$ cat config.mk
export PLATFORM = sky130hd
export DESIGN_NAME = battery_gauge_ema_slew_filter
export DESIGN_NICKNAME = d
export VERILOG_FILES = /design/src/rtl/bgf_pkg.sv /design/src/rtl/bgf_ctrl.sv /design/src/rtl/bgf_dp.sv /design/src/rtl/battery_gauge_ema_slew_filter.sv
export SDC_FILE = /design/constraint.sdc
export NUM_CORES = 2
export LEC_CHECK = 0
export BUFFER_PORTS_ARGS = -buffer_cell sky130_fd_sc_hd__buf_2
export CORE_MARGIN = 3
export CORE_UTILIZATION = 60
export DETAILED_ROUTE_END_ITERATION = 10
export GPL_TIMING_DRIVEN = 0
export PLACE_DENSITY = 0.86
export SYNTH_ARGS = -nofsm -noshare
export SYNTH_HDL_FRONTEND = slang
export SYNTH_HIERARCHICAL = 1
export SYNTH_SLANG_ARGS = --single-unit
$ cat constraint.sdc
create_clock -name clk -period 10.98 [get_ports clk]
set_input_delay 1.098 -clock clk [delete_from_list [all_inputs] [get_ports clk]]
set_output_delay 1.098 -clock clk [all_outputs]
set_load 0.01 [all_outputs]
$ cat src/rtl/bgf_pkg.sv
// ----------------------------------------------------------------------------
// bgf_pkg
// Shared widths, register indexes, curve tables and control types for the
// battery gauge filter.
// ----------------------------------------------------------------------------
package bgf_pkg;

  // field widths
  localparam int ADC_W   = 12;
  localparam int MV_W    = 14;
  localparam int PCT_W   = 10;
  localparam int SCALE_W = 16;
  localparam int ALPHA_W = 16;
  localparam int STEP_W  = 10;
  localparam int CFG_W   = 16;
  localparam int CFG_A_W = 2;

  // fixed point formats of the gain and the average weight
  localparam int SCALE_FRAC = 12;
  localparam int ALPHA_FRAC = 16;

  // default fraction bits of the smoothed voltage
  localparam int EMA_FRACTION_BITS = 16;

  localparam logic [MV_W-1:0]  MV_MAX     = 14'd16383;
  localparam logic [PCT_W-1:0] PCT_FULL   = 10'd1000;
  localparam logic [MV_W-1:0]  CURVE_TOP  = 14'd4200;
  localparam logic [MV_W-1:0]  CURVE_BOT  = 14'd3270;

  // register indexes
  localparam logic [CFG_A_W-1:0] REG_SCALE = 2'd0;
  localparam logic [CFG_A_W-1:0] REG_ALPHA = 2'd1;
  localparam logic [CFG_A_W-1:0] REG_STEP  = 2'd2;

  localparam logic [SCALE_W-1:0] SCALE_RST = 16'd14623;
  localparam logic [ALPHA_W-1:0] ALPHA_RST = 16'd9830;
  localparam logic [STEP_W-1:0]  STEP_RST  = 10'd5;

  // voltage curve, top down
  localparam int CURVE_SEGMENTS = 20;
  localparam int CURVE_PTS      = CURVE_SEGMENTS + 1;

  localparam logic [MV_W-1:0] CURVE_MV [CURVE_PTS] = '{
    14'd4200, 14'd4150, 14'd4110, 14'd4080, 14'd4020,
    14'd3980, 14'd3950, 14'd3910, 14'd3870, 14'd3850,
    14'd3840, 14'd3820, 14'd3800, 14'd3790, 14'd3770,
    14'd3750, 14'd3730, 14'd3710, 14'd3690, 14'd3610, 14'd3270
  };
  localparam logic [PCT_W-1:0] CURVE_TENTHS [CURVE_PTS] = '{
    10'd1000, 10'd950, 10'd900, 10'd850, 10'd800,
    10'd750,  10'd700, 10'd650, 10'd600, 10'd550,
    10'd500,  10'd450, 10'd400, 10'd350, 10'd300,
    10'd250,  10'd200, 10'd150, 10'd100, 10'd50, 10'd0
  };

  // quotient bits of the interpolation divide: every segment spans 50 tenths,
  // so the rounded drop stays below 64
  localparam int QUOT_W = 6;

  typedef struct packed {
    logic load;
    logic scale;
    logic ema_mul;
    logic ema_add;
    logic seg;
    logic num;
    logic div;
    logic commit;
  } bgf_cmd_t;

  typedef struct packed {
    logic out_free;
  } bgf_sts_t;

endpackage

$ cat src/rtl/bgf_ctrl.sv
// ----------------------------------------------------------------------------
// bgf_ctrl
// Sequencer of the gauge filter: steps one sample through scale, average,
// curve lookup, divide and slew, and holds the result step until the output
// register is free.
// ----------------------------------------------------------------------------
module bgf_ctrl (
  input  logic               clk,
  input  logic               rst_n,
  input  logic               in_valid,
  output logic               in_ready,
  input  bgf_pkg::bgf_sts_t  sts,
  output bgf_pkg::bgf_cmd_t  cmd
);

  localparam int CNT_W = $clog2(bgf_pkg::QUOT_W);

  typedef enum logic [2:0] {
    ST_IDLE,
    ST_SCALE,
    ST_EMA_MUL,
    ST_EMA_ADD,
    ST_SEG,
    ST_NUM,
    ST_DIV,
    ST_SLEW
  } state_t;

  state_t           state_r, state_nxt;
  logic [CNT_W-1:0] cnt_r, cnt_nxt;

  assign in_ready = (state_r == ST_IDLE);

  always_comb begin
    cmd       = '0;
    state_nxt = state_r;
    cnt_nxt   = cnt_r;
    unique case (state_r)
      ST_IDLE: begin
        cmd.load = in_valid;
        if (in_valid) state_nxt = ST_SCALE;
      end
      ST_SCALE: begin
        cmd.scale = 1'b1;
        state_nxt = ST_EMA_MUL;
      end
      ST_EMA_MUL: begin
        cmd.ema_mul = 1'b1;
        state_nxt   = ST_EMA_ADD;
      end
      ST_EMA_ADD: begin
        cmd.ema_add = 1'b1;
        state_nxt   = ST_SEG;
      end
      ST_SEG: begin
        cmd.seg   = 1'b1;
        state_nxt = ST_NUM;
      end
      ST_NUM: begin
        cmd.num   = 1'b1;
        cnt_nxt   = CNT_W'(bgf_pkg::QUOT_W - 1);
        state_nxt = ST_DIV;
      end
      ST_DIV: begin
        cmd.div = 1'b1;
        cnt_nxt = cnt_r - 1'b1;
        if (cnt_r == '0) state_nxt = ST_SLEW;
      end
      ST_SLEW: begin
        // wait here while the previous result still sits unread
        cmd.commit = sts.out_free;
        if (sts.out_free) state_nxt = ST_IDLE;
      end
      default: state_nxt = ST_IDLE;
    endcase
  end

  always_ff @(posedge clk) begin
    if (!rst_n) begin
      state_r <= ST_IDLE;
      cnt_r   <= '0;
    end else begin
      state_r <= state_nxt;
      cnt_r   <= cnt_nxt;
    end
  end

  a_commit_idle: assert property (@(posedge clk) disable iff (!rst_n)
    cmd.commit |=> state_r == ST_IDLE)
    else $error("controller did not return to idle after commit");

  a_stall_hold: assert property (@(posedge clk) disable iff (!rst_n)
    (state_r == ST_SLEW && !sts.out_free) |=> state_r == ST_SLEW)
    else $error("result step left while output register busy");

  a_div_len: assert property (@(posedge clk) disable iff (!rst_n)
    (state_r == ST_DIV && cnt_r == '0) |-> $past(state_r, bgf_pkg::QUOT_W) == ST_NUM)
    else $error("divide did not run its full number of steps");

endmodule

$ cat src/rtl/bgf_dp.sv
// ----------------------------------------------------------------------------
// bgf_dp
// Datapath of the gauge filter: config registers, gain multiply, moving
// average, curve segment select, restoring divide, slew limit and the
// output register.
// ----------------------------------------------------------------------------
module bgf_dp #(
  parameter int EMA_FRACTION_BITS = bgf_pkg::EMA_FRACTION_BITS
) (
  input  logic                         clk,
  input  logic                         rst_n,
  input  bgf_pkg::bgf_cmd_t            cmd,
  output bgf_pkg::bgf_sts_t            sts,
  input  logic [bgf_pkg::ADC_W-1:0]    adc_in,
  input  logic                         cfg_we,
  input  logic [bgf_pkg::CFG_A_W-1:0]  cfg_idx,
  input  logic [bgf_pkg::CFG_W-1:0]    cfg_val,
  output logic                         out_valid,
  input  logic                         out_ready,
  output logic [bgf_pkg::MV_W-1:0]     out_mv,
  output logic [bgf_pkg::PCT_W-1:0]    out_pct
);

  localparam int ADC_W  = bgf_pkg::ADC_W;
  localparam int MV_W   = bgf_pkg::MV_W;
  localparam int PCT_W  = bgf_pkg::PCT_W;
  localparam int FRAC_W = EMA_FRACTION_BITS;
  localparam int SV_W   = MV_W + FRAC_W;
  localparam int SPR_W  = ADC_W + bgf_pkg::SCALE_W + 1;
  localparam int EPR_W  = SV_W + bgf_pkg::ALPHA_W;
  localparam int NUM_W  = SV_W + PCT_W;
  localparam int REM_W  = NUM_W + 1;
  localparam int QUOT_W = bgf_pkg::QUOT_W;
  localparam int SEGS   = bgf_pkg::CURVE_SEGMENTS;

  function automatic logic [SV_W-1:0] to_fix(input logic [MV_W-1:0] mv);
    to_fix = {mv, {FRAC_W{1'b0}}};
  endfunction

  // config
  logic [bgf_pkg::SCALE_W-1:0] scale_r;
  logic [bgf_pkg::ALPHA_W-1:0] alpha_r;
  logic [bgf_pkg::STEP_W-1:0]  step_r;

  // working registers
  logic [ADC_W-1:0]  adc_r;
  logic [MV_W-1:0]   mv_r;
  logic [EPR_W-1:0]  eprod_r;
  logic              edown_r;
  logic [SV_W-1:0]   sv_r;
  logic              seeded_r;
  logic              full_r, empty_r;
  logic [MV_W-1:0]   hi_mv_r, lo_mv_r;
  logic [PCT_W-1:0]  t_hi_r, span_r;
  logic [REM_W-1:0]  rem_r, den_sh_r;
  logic [QUOT_W-1:0] q_r;
  logic [PCT_W-1:0]  shown_r;
  logic              out_valid_r;
  logic [MV_W-1:0]   out_mv_r;
  logic [PCT_W-1:0]  out_pct_r;

  // gain multiply with round and saturate
  logic [SPR_W-1:0]  sprod;
  logic [SPR_W-bgf_pkg::SCALE_FRAC-1:0] srnd;
  logic [MV_W-1:0]   mv_sat;

  assign sprod  = SPR_W'(adc_r * scale_r) + SPR_W'(1 << (bgf_pkg::SCALE_FRAC - 1));
  assign srnd   = sprod[SPR_W-1:bgf_pkg::SCALE_FRAC];
  assign mv_sat = (srnd > (SPR_W-bgf_pkg::SCALE_FRAC)'(bgf_pkg::MV_MAX)) ?
                  bgf_pkg::MV_MAX : srnd[MV_W-1:0];

  // moving average
  logic [SV_W-1:0]  x_fix;
  logic [SV_W-1:0]  emag;
  logic [EPR_W:0]   esum;
  logic [SV_W-1:0]  estep;

  assign x_fix = to_fix(mv_r);
  assign emag  = (x_fix >= sv_r) ? (x_fix - sv_r) : (sv_r - x_fix);
  assign esum  = {1'b0, eprod_r} + (EPR_W+1)'(1 << (bgf_pkg::ALPHA_FRAC - 1));
  assign estep = esum[bgf_pkg::ALPHA_FRAC +: SV_W];

  // segment select: first segment from the top whose low end is at or below
  logic [MV_W-1:0]  sel_hi, sel_lo;
  logic [PCT_W-1:0] sel_thi, sel_tlo;

  always_comb begin
    sel_hi  = bgf_pkg::CURVE_MV[0];
    sel_lo  = bgf_pkg::CURVE_MV[1];
    sel_thi = bgf_pkg::CURVE_TENTHS[0];
    sel_tlo = bgf_pkg::CURVE_TENTHS[1];
    for (int i = SEGS - 1; i >= 0; i--) begin
      if (sv_r >= to_fix(bgf_pkg::CURVE_MV[i+1])) begin
        sel_hi  = bgf_pkg::CURVE_MV[i];
        sel_lo  = bgf_pkg::CURVE_MV[i+1];
        sel_thi = bgf_pkg::CURVE_TENTHS[i];
        sel_tlo = bgf_pkg::CURVE_TENTHS[i+1];
      end
    end
  end

  // numerator and divisor of the interpolation
  logic [SV_W-1:0]  vdiff, den;
  logic [NUM_W-1:0] num;

  assign vdiff = to_fix(hi_mv_r) - sv_r;
  assign den   = to_fix(hi_mv_r) - to_fix(lo_mv_r);
  assign num   = NUM_W'(vdiff * span_r);

  // target and slew limit
  logic [PCT_W-1:0] target, pdiff, pstep, shown_nxt;

  always_comb begin
    if (full_r)       target = bgf_pkg::PCT_FULL;
    else if (empty_r) target = '0;
    else              target = t_hi_r - PCT_W'(q_r);

    pdiff = (target > shown_r) ? (target - shown_r) : (shown_r - target);
    pstep = (pdiff > step_r) ? step_r : pdiff;

    if (!seeded_r)             shown_nxt = target;
    else if (target > shown_r) shown_nxt = shown_r + pstep;
    else                       shown_nxt = shown_r - pstep;
  end

  assign sts.out_free = !out_valid_r || out_ready;

  always_ff @(posedge clk) begin
    if (!rst_n) begin
      scale_r     <= bgf_pkg::SCALE_RST;
      alpha_r     <= bgf_pkg::ALPHA_RST;
      step_r      <= bgf_pkg::STEP_RST;
      sv_r        <= '0;
      shown_r     <= '0;
      seeded_r    <= 1'b0;
      out_valid_r <= 1'b0;
    end else begin
      if (cfg_we) begin
        unique case (cfg_idx)
          bgf_pkg::REG_SCALE: scale_r <= cfg_val[bgf_pkg::SCALE_W-1:0];
          bgf_pkg::REG_ALPHA: alpha_r <= cfg_val[bgf_pkg::ALPHA_W-1:0];
          bgf_pkg::REG_STEP:  step_r  <= cfg_val[bgf_pkg::STEP_W-1:0];
          default: ;
        endcase
      end

      if (cmd.ema_add) begin
        if (!seeded_r)   sv_r <= x_fix;
        else if (edown_r) sv_r <= sv_r - estep;
        else             sv_r <= sv_r + estep;
      end

      if (cmd.commit) begin
        shown_r  <= shown_nxt;
        seeded_r <= 1'b1;
      end

      if (cmd.commit)     out_valid_r <= 1'b1;
      else if (out_ready) out_valid_r <= 1'b0;
    end
  end

  // payload registers
  always_ff @(posedge clk) begin
    if (cmd.load)  adc_r <= adc_in;
    if (cmd.scale) mv_r  <= mv_sat;
    if (cmd.ema_mul) begin
      eprod_r <= EPR_W'(emag * alpha_r);
      edown_r <= (x_fix < sv_r);
    end
    if (cmd.seg) begin
      full_r  <= (sv_r >= to_fix(bgf_pkg::CURVE_TOP));
      empty_r <= (sv_r <= to_fix(bgf_pkg::CURVE_BOT));
      hi_mv_r <= sel_hi;
      lo_mv_r <= sel_lo;
      t_hi_r  <= sel_thi;
      span_r  <= sel_thi - sel_tlo;
    end
    if (cmd.num) begin
      // half the divisor added up front rounds the quotient to nearest
      rem_r    <= REM_W'(num) + REM_W'(den >> 1);
      den_sh_r <= REM_W'(den) << (QUOT_W - 1);
      q_r      <= '0;
    end
    if (cmd.div) begin
      if (rem_r >= den_sh_r) begin
        rem_r <= rem_r - den_sh_r;
        q_r   <= {q_r[QUOT_W-2:0], 1'b1};
      end else begin
        q_r   <= {q_r[QUOT_W-2:0], 1'b0};
      end
      den_sh_r <= den_sh_r >> 1;
    end
    if (cmd.commit) begin
      out_mv_r  <= mv_r;
      out_pct_r <= shown_nxt;
    end
  end

  assign out_valid = out_valid_r;
  assign out_mv    = out_mv_r;
  assign out_pct   = out_pct_r;

  a_shown_range: assert property (@(posedge clk) disable iff (!rst_n)
    shown_r <= bgf_pkg::PCT_FULL)
    else $error("displayed percent out of range");

  a_drop_range: assert property (@(posedge clk) disable iff (!rst_n)
    (cmd.commit && !full_r && !empty_r) |-> PCT_W'(q_r) <= span_r)
    else $error("interpolation drop exceeds segment span");

  a_ema_bound: assert property (@(posedge clk) disable iff (!rst_n)
    (cmd.ema_add && seeded_r && !edown_r) |=>
      (sv_r >= $past(sv_r) && sv_r <= $past(x_fix)))
    else $error("average left the interval between old value and sample");

  a_no_overwrite: assert property (@(posedge clk) disable iff (!rst_n)
    (out_valid_r && !out_ready) |=> $stable(out_mv_r) && $stable(out_pct_r))
    else $error("pending result overwritten");

endmodule

$ cat src/rtl/battery_gauge_ema_slew_filter.sv
// ----------------------------------------------------------------------------
// battery_gauge_ema_slew_filter
// Battery fuel gauge: scales a divider ADC sample, smooths it, maps it to a
// charge percentage and limits how fast the displayed charge moves.
// ----------------------------------------------------------------------------
// Each sample steps through scale, average, curve lookup, the six-step
// restoring divide of the curve interpolation and slew before its result is
// registered on the output, and a new sample is accepted in the cycle after
// that, so the block takes no new sample while one is in flight. The result
// register holds one finished beat, so the next sample is accepted while it
// waits; a held result stalls only the final step of the following sample.
// Configuration writes are always taken and must be made while no sample is
// in flight. The first sample after reset seeds both the average and the
// displayed charge.
module battery_gauge_ema_slew_filter #(
  parameter int EMA_FRACTION_BITS = bgf_pkg::EMA_FRACTION_BITS
) (
  input  logic                         clk,
  input  logic                         rst_n,
  // slave side: [11:0] adc_millivolts, [15:12] zero
  input  logic                         in_tvalid,
  output logic                         in_tready,
  input  logic [15:0]                  in_tdata,
  // master side: [13:0] battery_millivolts, [23:14] percent_tenths
  output logic                         out_tvalid,
  input  logic                         out_tready,
  output logic [23:0]                  out_tdata,
  // config writes
  input  logic                         cfg_valid,
  output logic                         cfg_ready,
  input  logic [bgf_pkg::CFG_A_W-1:0]  cfg_addr,
  input  logic [bgf_pkg::CFG_W-1:0]    cfg_data
);

  bgf_pkg::bgf_cmd_t             cmd;
  bgf_pkg::bgf_sts_t             sts;
  logic [bgf_pkg::MV_W-1:0]      out_mv;
  logic [bgf_pkg::PCT_W-1:0]     out_pct;

  assign cfg_ready = 1'b1;
  assign out_tdata = {out_pct, out_mv};

  bgf_ctrl u_ctrl (
    .clk      (clk),
    .rst_n    (rst_n),
    .in_valid (in_tvalid),
    .in_ready (in_tready),
    .sts      (sts),
    .cmd      (cmd)
  );

  bgf_dp #(
    .EMA_FRACTION_BITS (EMA_FRACTION_BITS)
  ) u_dp (
    .clk       (clk),
    .rst_n     (rst_n),
    .cmd       (cmd),
    .sts       (sts),
    .adc_in    (in_tdata[bgf_pkg::ADC_W-1:0]),
    .cfg_we    (cfg_valid),
    .cfg_idx   (cfg_addr),
    .cfg_val   (cfg_data),
    .out_valid (out_tvalid),
    .out_ready (out_tready),
    .out_mv    (out_mv),
    .out_pct   (out_pct)
  );

endmodule
* Word-level counts from Yosys, hierarchy flattened
Cells that the tools add are included.
Word-level totals: register bits 319, output and inout port bits 27, logic and storage cells 215
Cells by class: add/sub/neg operators 17, multiply operators 3, order comparisons 28, eq/ne operators 12, mux-type cells 110, reductions and logical operators 15
Operator list (number):
- $ge 30x28->1 const B | 18
- $mux 10 | 46
- $mux 13 | 35
- $sub 30x30->30 | 5
- $mux 41 | 3
- $ge 30x29->1 const B | 3
- $mux 30 | 3
- $add 46x16->46 const B | 1
- $mul 30x16->46 | 1
- $add 40x29->41 | 1
- $ge 41x35->1 | 1
- $sub 41x35->41 | 1
- $mul 30x10->40 | 1
- $sub 10x10->10 | 4
- $mux 35 | 1
- $mux 34 | 1
- $add 30x30->30 | 1
- $ge 30x30->1 | 1
- $le 30x28->1 const B | 1
- $lt 30x30->1 | 1
- $add 28x12->29 const B | 1
- $mul 12x16->28 | 1
- $pmux 3 s8 | 1
- $gt 10x10->1 | 2
- other kinds (26) | 51

* Longest topological paths before layout
depth in word-level cells 22, mapped depth 45, depth with buffers taken out 42

* Hierarchy
The synthesis kept the hierarchy.
By module, submodules not included:
- bgf_dp | instances 1, cells an instance 6057, area each 51683.3 µm²
- bgf_ctrl | instances 1, cells an instance 47, area each 379.1 µm²
- battery_gauge_ema_slew_filter | instances 1, cells an instance 2, area each 11.3 µm²

* Least setup slack after synthesis
Ideal clock, no wire load.
path kind reg2reg, start register u_dp.sv_r[23], end register u_dp.eprod_r[42] (data pin), library setup time 0.258 ns, data arrival time 8.788 ns, path slack 1.934 ns, cell stages (with the launch flop) 39, buffers on the path 4, cell sequence dfxtp_1 > clkbuf_1 > inv_1 > ha_1 > a21o_1 > a21oi_1 > o21ai_0 > a41oi_1 > nand2_2 > inv_2 > buf_2 > buf_1 > nor2_1 > xor2_1 > clkbuf_1 > nand2_1 > fa_1 > inv_1 > [3 not listed] > inv_1 > fa_1 > inv_1 > fa_1 > fa_1 > inv_1 > ha_1 > a21oi_1 > o21ai_0 > o21ai_0 > a21oi_1 > a221o_1 > a221oi_1 > o21a_1 > o31ai_1 > or3_1 > a31oi_1 > xnor2_1
On the way: word-level cells in the longest chain between the ends 3, elaborated cells between the ends (all ways) 5, those cells by class add/sub (2); mul (1); order compare (1); mux (1)
Ends and longest elaborated chain:
- start: declaration | RTL line bgf_dp.sv:50 | logic [SV_W-1:0] sv_r;
- start signal: assignment | RTL line bgf_dp.sv:148 | if (!seeded_r) sv_r <= x_fix;
- start signal: assignment | RTL line bgf_dp.sv:149 | else if (edown_r) sv_r <= sv_r - estep;
- start signal: assignment | RTL line bgf_dp.sv:150 | else sv_r <= sv_r + estep;
- $sub 30x30->30 / $ge 30x30->1 (equally long branches) | RTL line bgf_dp.sv:79 | assign emag = (x_fix >= sv_r) ? (x_fix - sv_r) : (sv_r - x_fix);
- $mux 30 * | RTL line bgf_dp.sv:79
- $mul 30x16->46 * | RTL line bgf_dp.sv:168 | eprod_r <= EPR_W'(emag * alpha_r);
- end signal: assignment | RTL line bgf_dp.sv:168
- end: declaration | RTL line bgf_dp.sv:48 | logic [EPR_W-1:0] eprod_r;
Every way passes the cells marked *; elsewhere a longest branch is shown, timed or not. A chain may end at the register's enable or synchronous reset.

* Final worst setup path
start register u_dp.sv_r[18], end register u_dp.eprod_r[39] (data pin)
Same word-level chain as after synthesis.

==> metrics.txt <==
ys async rst share 0%; CTS max path bufs 3; drt initial violations between 4000 and 5000; Initial Utilization between 60% and 70%; total CTS buffers 37; TNS Setup 0 ns; gr usage total roughly 35%; Slew Limit Headroom between 10% and 20%; first-pass iteration count of the detailed router 6; H-tree depth 2; critical path's top delay family adder cells; P&R area growth vs syn 6.411%; Avg Synthesized Cell Area around 8.5 sq um; most frequent cells in the layout inv_1 (991), nand2_1 (903), fa_1 (749), ha_1 (460), and2_1 (310); Die ar. between 90000 and 100000 sq um; Crit path buffers/inverters 8; Crit. End Element flop; # IOs 66; largest cells by area after synthesis fa_1 (29%), ha_1 (11%), edfxtp_1 (9.5%), inv_1 (7.1%), nand2_1 (6.5%); register-to-register setup slack approximately 0.24 ns; critical path class flop to flop; initial antenna violation count 7; RSZ-0062 raised after global routing no; Post-Syn Area ~52000 sq um; share of layout cells above drive strength 1 3.988%; Crit Path Max Fanout 10; Routed WL about 150 mm; Critical Path RT 11.28 ns; Finish-stage setup viols 0; commonest non-fill, non-tap cell in the layout inv_1; area leader, netlist fa_1; Worst Hold Class flop to flop; FF+latch count, synth just under 300; area of the core between 80000 and 90000 sq um; Yosys top cell area share ~29%; routability cong. 1.001; largest net degree at the start of global routing 32; post-synth cell types 95; arrival time of the worst setup path around 11 ns; Net Count, Synth roughly 7400; CTS sink count 295; port buffer count 60; post-DP HPWL roughly 130 mm; CTS tree done; row cnt about 110; Clk Latency, worst-skew pair 0.57 ns; Placed Area between 50000 and 60000 sq um; status finished, final reports clean; Max Clk Rate 0.09315 GHz; YS warnings 6; vias in the first global route 45830; Layout Utilization about two thirds; Reg2Reg Depth 31; number of synthesized flops with an enable pin around 160; crit path launch type flop; Synth Flop Type edfxtp_1; clock root buffer clkbuf_16; Stages on worst setup path 31; vias post-DR 44760; period utilization 97.78%; wire per inst approximately 21 microns; fin crit period approximately 11 ns; Worst Clk Skew slightly below 0.04 ns; max_cap viols 0; number of remaining DRC errors 0; Hold WS roughly 0.5 ns; CTS clk-pin slew, worst paths ~0.060 ns; Routed Antenna Nets 0; CTS Hold Bufs 0; first-pass GRT wire length ~250 mm; nets 7464; slowest CP cell xnor2_1; final instance area ~55000 sq um; Synth Instances 6106; largest stage delay on the critical path between 0.8 and 0.9 ns; register area share after synthesis 14.49%; drt via density roughly 6; chip width approximately 300 microns; Slew @ Worst Pin roughly 1.3 ns; Final Hold Vio Count 0; global route overflow 0; Slew Viols, Final 0; WHS Path Cells 2; Die Ht 300.6 microns
## area by class of cell
class | instances | area (sq um)
diodes | 3 | 7.507
multi-input cells | 4542 | 40020
clock inverters | 23 | 158.9
repair buffers | 75 | 473.0
flip-flops and latches | 295 | 7547
inverters | 995 | 3735
well taps | 1144 | 1431
fillers | 6863 | 30140
plain buffers | 270 | 1086
clock buffers | 44 | 952.2
## cell families (layout without fill, tap and decap cells)
group	Yosys count	after routing	synth area share (%)
multiplexers	70	70	1.396
adder cells (fa/ha/maj)	1209	1209	39.85
AND/OR/NAND/NOR	2007	2007	18.37
flip-flops	295	295	14.49
buffers and inverters	1269	1407	9.215
XOR/XNOR	266	266	4.515
AO/OA/AOI/OAI	989	989	12.16
other	1	4	0.007201
## cells in the mapped netlist, drive strengths merged (83+ instances only)
| cell | n |
|---|---|
| nand2 | 905 |
| nand3 | 95 |
| fa | 749 |
| edfxtp | 164 |
| dfxtp | 131 |
| inv | 993 |
| ha | 460 |
| nor3 | 83 |
| o21ai | 234 |
| clkbuf | 246 |
| nor2 | 286 |
| xnor2 | 169 |
| xor2 | 96 |
| and2 | 310 |
| a21oi | 281 |
| a21o | 109 |
## worst paths after layout
check,start,end
max,u_dp/sv_r[18],u_dp/eprod_r[39]
min,u_dp/rem_r[0],u_dp/rem_r[0]
max reg2reg,u_dp/sv_r[18],u_dp/eprod_r[39]
min reg2reg,u_dp/rem_r[0],u_dp/rem_r[0]
## worst min-delay path, cell delays in order, from the launching register on
cell     delay [ns]
dfxtp_1        0.31
nand3_1        0.06
o21ai_0        0.07
## sequential cells by signal, indices dropped and copies added (netlist names)
register	flops
u_ctrl/cnt_r	3
u_ctrl/state_r	3
u_dp/adc_r	12
u_dp/alpha_r	16
u_dp/den_sh_r	35
u_dp/edown_r	1
u_dp/empty_r	1
u_dp/eprod_r	31
u_dp/full_r	1
u_dp/hi_mv_r	10
u_dp/lo_mv_r	11
u_dp/mv_r	14
u_dp/out_mv	14
u_dp/out_pct	10
u_dp/out_valid	1
u_dp/q_r	6
u_dp/rem_r	41
u_dp/scale_r	16
u_dp/seeded_r	1
u_dp/shown_r	10
u_dp/span_r	9
u_dp/step_r	10
u_dp/sv_r	30
u_dp/t_hi_r	9
## per-stage QoR
stage          setup WS, ns  instances
2_1_floorplan         1.934       6106
3_3_place_gp        -0.8103       7310
3_5_place_dp         -1.026       7317
4_1_cts             0.06895       7380
5_1_grt            0.006628       7388
6_report             0.2442       7391
## routing by layer
layer	track usage [%]	vias to the layer above	part of all wire (%)
met5	0	-	0.022
met4	20.88	4	7.4
met3	7.808	615	10
met2	56.46	2547	46
met1	41.93	21650	36
li1	-	19940	-
## what timing repair did
action	in CTS	in global routing
buffers inserted	0	8
hold endpoints to repair	0	0
setup endpoints to repair	23	15
pin swaps	0	3
resized for setup	24	44
Power is left out: the tool's default activity adds up to more than one toggle a clock period on the data nets, which glitch-free logic cannot reach.
